<file path="src/hdl/fsqc_pkg.sv">
// shared types and constants for the fp32 square root block
package fsqc_pkg;

    localparam int RootBits = 24;
    localparam int RemBits  = 26;
    localparam int RadBits  = 48;

    localparam logic [31:0] QUIET_BIT = 32'h0040_0000;
    localparam logic [31:0] POS_INF   = 32'h7F80_0000;
    localparam logic [31:0] NEG_ZERO  = 32'h8000_0000;

    // payload carried down the root pipeline
    typedef struct packed {
        logic                special;
        logic [31:0]         special_val;
        logic [7:0]          biased;
        logic [RadBits-1:0]  radicand;
        logic [RootBits-1:0] root;
        logic [RemBits-1:0]  rem;
    } fsqc_item_t;

endpackage

</file>
<file path="src/hdl/fp32_sqrt_clamp_negative.sv">
// fp32 square root with negative inputs other than -0 and NaNs clamped to +0
// pipeline: decode register, 6 root stage registers, then round into the output register
// throughput: one transfer per cycle while the output is not stalled; six 4-bit restoring root stages set the depth
// a stall freezes the whole pipeline; results still wait in the output register
// reset clears only the valid bits, the data registers are not reset
module fp32_sqrt_clamp_negative
    import fsqc_pkg::*;
(
    input  logic        clk,
    input  logic        rst_n,
    input  logic        s_tvalid,
    output logic        s_tready,
    input  logic [31:0] s_tdata,   // operand_bits
    output logic        m_tvalid,
    input  logic        m_tready,
    output logic [31:0] m_tdata    // root_bits
);

    localparam int Stages = 6;

    logic       advance;
    logic       dec_valid_reg;
    fsqc_item_t dec_item_reg;
    fsqc_item_t dec_item_next;
    logic       out_valid_reg;
    logic [31:0] out_data_reg;
    logic [31:0] out_data_next;

    logic       st_valid [Stages+1];
    fsqc_item_t st_item  [Stages+1];

    assign advance  = !out_valid_reg || m_tready;
    assign s_tready = advance;

    // decode: specials, subnormal normalize, exponent parity
    always_comb
    begin
        logic        sign;
        logic [7:0]  ex;
        logic [22:0] frac;
        logic [23:0] m;
        logic [4:0]  lz;
        logic signed [9:0] e;
        sign = s_tdata[31];
        ex   = s_tdata[30:23];
        frac = s_tdata[22:0];
        lz   = 5'd0;
        for (int i = 22; i >= 0; i--)
        begin
            if (frac[i] && lz == 5'd0 && frac[22:0] >> (i + 1) == 23'd0)
            begin
                lz = 5'(23 - i);
            end
        end
        if (ex == 8'd0)
        begin
            m = {1'b0, frac} << lz;
            e = 10'sd1 - $signed({5'd0, lz});
        end
        else
        begin
            m = {1'b1, frac};
            e = $signed({2'b00, ex});
        end
        dec_item_next = '0;
        if (!e[0])
        begin
            dec_item_next.radicand = {23'd0, m, 1'b0} << 23;
            e = e - 10'sd1;
        end
        else
        begin
            dec_item_next.radicand = {24'd0, m} << 23;
        end
        dec_item_next.biased = 8'((e + 10'sd127) >>> 1);
        dec_item_next.special = 1'b1;
        if (ex == 8'hFF && frac != 23'd0)
            dec_item_next.special_val = s_tdata | QUIET_BIT;
        else if (s_tdata == NEG_ZERO)
            dec_item_next.special_val = NEG_ZERO;
        else if (sign || s_tdata == 32'd0)
            dec_item_next.special_val = 32'd0;
        else if (ex == 8'hFF)
            dec_item_next.special_val = POS_INF;
        else
            dec_item_next.special = 1'b0;
    end

    always_ff @(posedge clk or negedge rst_n)
    begin
        if (!rst_n)
        begin
            dec_valid_reg <= 1'b0;
            out_valid_reg <= 1'b0;
        end
        else if (advance)
        begin
            dec_valid_reg <= s_tvalid;
            out_valid_reg <= st_valid[Stages];
        end
    end

    always_ff @(posedge clk)
    begin
        if (advance)
        begin
            dec_item_reg <= dec_item_next;
            out_data_reg <= out_data_next;
        end
    end

    assign st_valid[0] = dec_valid_reg;
    assign st_item[0]  = dec_item_reg;

    for (genvar g = 0; g < Stages; g++)
    begin : g_root
        fsqc_root_stage #(
            .BITS  (4),
            .FIRST (23 - 4 * g)
        ) u_stage (
            .clk       (clk),
            .rst_n     (rst_n),
            .advance   (advance),
            .in_valid  (st_valid[g]),
            .in_item   (st_item[g]),
            .out_valid (st_valid[g+1]),
            .out_item  (st_item[g+1])
        );
    end

    // round: specials pass through; no ties possible, round up when remainder exceeds root
    always_comb
    begin
        fsqc_item_t it;
        logic [31:0] base;
        it   = st_item[Stages];
        base = {1'b0, it.biased, it.root[22:0]};
        if (it.special)
            out_data_next = it.special_val;
        else if (it.rem > {2'b00, it.root})
            out_data_next = base + 32'd1;
        else
            out_data_next = base;
    end

    assign m_tvalid = out_valid_reg;
    assign m_tdata  = out_data_reg;

`ifndef SYNTHESIS
    a_out_hold: assert property (@(posedge clk) disable iff (!rst_n)
        m_tvalid && !m_tready |=> m_tvalid && $stable(m_tdata))
        else $error("output changed while stalled");
    a_stall_freeze: assert property (@(posedge clk) disable iff (!rst_n)
        !advance |=> $stable(dec_valid_reg) && $stable(st_valid[Stages]))
        else $error("pipeline moved during stall");
    a_norm_root: assert property (@(posedge clk) disable iff (!rst_n)
        st_valid[Stages] && !st_item[Stages].special |-> st_item[Stages].root[23])
        else $error("root lost its leading bit");
`endif

endmodule

</file>
<file path="src/hdl/fsqc_root_stage.sv">
// one pipeline stage of the restoring square root: a group of root bits per stage
module fsqc_root_stage
    import fsqc_pkg::*;
#(
    parameter int BITS  = 4,
    parameter int FIRST = 23
)
(
    input  logic       clk,
    input  logic       rst_n,
    input  logic       advance,
    input  logic       in_valid,
    input  fsqc_item_t in_item,
    output logic       out_valid,
    output fsqc_item_t out_item
);

    fsqc_item_t item_next;
    fsqc_item_t item_reg;
    logic       valid_reg;

    always_comb
    begin
        logic [RemBits-1:0]  rem;
        logic [RemBits-1:0]  trial;
        logic [RootBits-1:0] root;
        logic [1:0]          pair;
        item_next = in_item;
        rem  = in_item.rem;
        root = in_item.root;
        for (int k = 0; k < BITS; k++)
        begin
            pair  = in_item.radicand[2*(FIRST-k) +: 2];
            rem   = {rem[RemBits-3:0], pair};
            trial = {root[RootBits-1:0], 2'b01};
            root  = {root[RootBits-2:0], 1'b0};
            if (rem >= trial)
            begin
                rem     = rem - trial;
                root[0] = 1'b1;
            end
        end
        item_next.rem  = rem;
        item_next.root = root;
    end

    always_ff @(posedge clk or negedge rst_n)
    begin
        if (!rst_n)
        begin
            valid_reg <= 1'b0;
        end
        else if (advance)
        begin
            valid_reg <= in_valid;
        end
    end

    always_ff @(posedge clk)
    begin
        if (advance)
        begin
            item_reg <= item_next;
        end
    end

    assign out_valid = valid_reg;
    assign out_item  = item_reg;

endmodule

</file>
<file path="config.mk">
export PLATFORM = sky130hd
export DESIGN_NAME = fp32_sqrt_clamp_negative
export DESIGN_NICKNAME = d
export VERILOG_FILES = /design/src/hdl/fsqc_pkg.sv /design/src/hdl/fp32_sqrt_clamp_negative.sv /design/src/hdl/fsqc_root_stage.sv
export SDC_FILE = /design/constraint.sdc
export NUM_CORES = 2
export LEC_CHECK = 0
export BUFFER_PORTS_ARGS = -buffer_cell sky130_fd_sc_hd__buf_2
export CELL_PAD_IN_SITES_DETAIL_PLACEMENT = 1
export CELL_PAD_IN_SITES_GLOBAL_PLACEMENT = 1
export CORE_MARGIN = 2
export CORE_UTILIZATION = 30
export CTS_BUF_LIST = sky130_fd_sc_hd__clkbuf_16
export CTS_CLUSTER_DIAMETER = 200
export DETAILED_ROUTE_END_ITERATION = 10
export GPL_ROUTABILITY_DRIVEN = 1
export PLACE_DENSITY_LB_ADDON = 0.1
export SKIP_LAST_GASP = 1
export SYNTH_ARGS = -nofsm -noshare
export SYNTH_HDL_FRONTEND = slang
export SYNTH_HIERARCHICAL = 1
export SYNTH_SLANG_ARGS = --single-unit
</file>
<file path="constraint.sdc">
create_clock -name clk -period 35.1 [get_ports clk]
set_input_delay 7.02 -clock clk [delete_from_list [all_inputs] [get_ports clk]]
set_output_delay 7.02 -clock clk [all_outputs]
set_load 0.01 [all_outputs]
</file>
==> metrics list <==
* Run status: finished, final reports clean
- Number of core rows: between 150 and 200
- The initial antenna violation count came to 8.
- Overall Global Routing Usage: 19.6%
* Worst clock skew on the final layout: 0.0709 ns
- The count of endpoints failing hold in the final timing report was 0.
- Hold-fix buffer count after cts: 0
- In this run, post-CTS repair resized a total of 0 instances.
- Total Wirelength: 222 mm
- The final route contains around 53,000 vias.
- Data on the critical path arrives at its endpoint at 7.84 ns.
- Overflow left after global routing: 0
- GR Layer Usage met3: 1.68%
- Avg Synthesized Cell Area: 9.21 sq um
* Cell area after synthesis: 65,200 sq um
* DRC violations left: 0
* Post-layout util: approximately a third
* Synthesis-to-finish area growth: 10.5%
- The Yosys step of the flow raised 6 warnings.
- Placeable core area: 217,000 sq um
- Synthesis produced 7,075 cells.
* Starting utilization of the core area: 30.1%
* Detail Placement HPWL: around 180 mm
* Hold Crit Depth: 0
- Reg-to-reg startpoint: g_root[0].u_stage/out_item[29]
- For the worst-skew pair, the clock arrives at the later sink with an insertion delay of 0.74 ns.
- Met1 Usage GRT: 27.6%
* Number of H-tree levels: 3
- Clock tree from TritonCTS: done
- Slew at the pin closest to its max-slew limit: 1.39 ns
- STA classifies the critical path endpoint as a primary output.
- Number of global-route vias before repair: 54,600
- Peak clock frequency supported by timing: 67.3 MHz
* Wire length of the first global-routing pass: roughly 340 mm
* Startpoint types: primary input
- In this run the deepest clock path goes through 3 buffers.
- Crit path max fanout: 32
- Pin placement for this block handled 70 I/O pins.
- Horizontal die dimension: around 470 um
- Worst Hold Endpoint: g_root[4].u_stage/out_item[110]
- The floorplan step defined a die boundary enclosing 221,000 sq um.
- Entering global routing, the biggest net connects 138 pins.
- Setup repair after global routing left no endpoint under its margin.
- Required arrival time at the worst endpoint: 28.08 ns
- The worst register-to-register path ends at g_root[1].u_stage/out_item[4].
* Share of post-route cells with drive strength above 1: roughly 7.5%
- Setup violations remaining at the end of the flow were counted as 0.
- The first TritonRoute pass finished after 6 iterations.
- Fillcell total: between 20,000 and 25,000
- The tool flagged a number of max-cap violations equal to 0.
- The layer flagged by global routing as most heavily used is met2.
- Share of the clock period used by the worst path: between 40% and 50%
- Cts bufs inserted: a little over 90
* Path type of the worst setup path: in2out
- The congestion estimate from routability-driven global placement came to 0.869.
* Hold path start: g_root[3].u_stage/out_item[110]
- Count of nets left with antenna violations after detail routing: 0
- After clock tree synthesis, the setup repair step added 0 buffers.
* Worst hold path type: reg2reg
* Clock Tree Root: sky130_fd_sc_hd__clkbuf_16
* Vertical die dimension: 470 um
- Buffers added on ports: 69
- Net total in the final layout: 7,881
- Setup TNS after final layout: 0 ns
- Worst-case reg-to-reg path depth: 47
- The max-slew violation total from the final report is 0.
- The routed design could run at a clock period as short as 14.86 ns.
- In this run the tightest slew margin relative to its limit is 6.27%.
- Count of routing violations after the opening detailed-route iteration: 3,148
- The worst register-to-register path has a setup slack of 20.35 ns.
- Clock-pin slew was measured on the worst setup and hold paths at 0.06 ns.
- Flip-flop count of the largest register, all copies and words added: 656
* Vias/cell: 5.27
* Detail-routed net length per standard cell: 21.9 um
- CTS saw roughly 760 sinks.
- Global routing used 32.3% of the available met2 tracks.
-- worst max path at each step --
stage / to / slack, ns / startpoint
final: s_tready / 20.24 / m_tready
after global routing: g_root[1].u_stage/out_item[4] / 19.52 / g_root[0].u_stage/out_item[29]
after global placement: s_tready / 20.12 / m_tready
after CTS: s_tready / 20.12 / m_tready
after floorplan: s_tready / 2.87 / m_tready
after detailed placement: s_tready / 20.10 / m_tready
-- final cells by class --
| class | instances | area [sq um] | share of cell area, % |
|---|---|---|---|
| diodes | 7 | 17.5 | 0.0243 |
| clock buffers | 93 | 2330 | 3.23 |
| clock inverters | 74 | 716 | 0.994 |
| inverters | 505 | 1900 | 2.63 |
| multi-input cells | 5718 | 39900 | 55.5 |
| flip-flops and latches | 762 | 22800 | 31.7 |
| well taps | 2854 | 3570 | 4.96 |
| repair buffers | 115 | 703 | 0.976 |
-- cell usage in the layout (no fill, tap or decap), types with 180 or more instances in the layout --
master and instances:
sky130_fd_sc_hd__ha_1 651, sky130_fd_sc_hd__xor2_1 180, sky130_fd_sc_hd__nand2_1 583, sky130_fd_sc_hd__edfxtp_1 754
sky130_fd_sc_hd__a21o_1 258, sky130_fd_sc_hd__xnor2_1 341, sky130_fd_sc_hd__o21ai_0 401, sky130_fd_sc_hd__a21oi_1 748
sky130_fd_sc_hd__inv_1 515, sky130_fd_sc_hd__nor2_1 539
-- per-layer routing --
| layer | wire (um) | vias up |
|---|---|---|
| met2 | 102000 | 627 |
| met1 | 109000 | 26200 |
| met4 | 4330 | 0 |
| met3 | 5890 | 199 |
| met5 | 0 | - |
| li1 | - | 26400 |
-- critical path: stages --
cell and delay (ns):
sky130_fd_sc_hd__buf_2 0.07, sky130_fd_sc_hd__nand2b_4 0.40, sky130_fd_sc_hd__buf_2 0.32
-- through the flow --
stage               instances  hold WS (ns)  worst slack (ns)  cell area (sq um)
floorplan                7187         0.400              2.87              65600
global placement         9954         0.400             20.12              69000
detailed placement       9954         0.405             20.10              69000
CTS                     10100         0.397             20.12              72000
global route            10100         0.400             19.52              72000
finish                  10100         0.395             20.24              72000
Power is not shown: default switching activity piles up to over one toggle a cycle in this logic, so the estimate is an artifact.
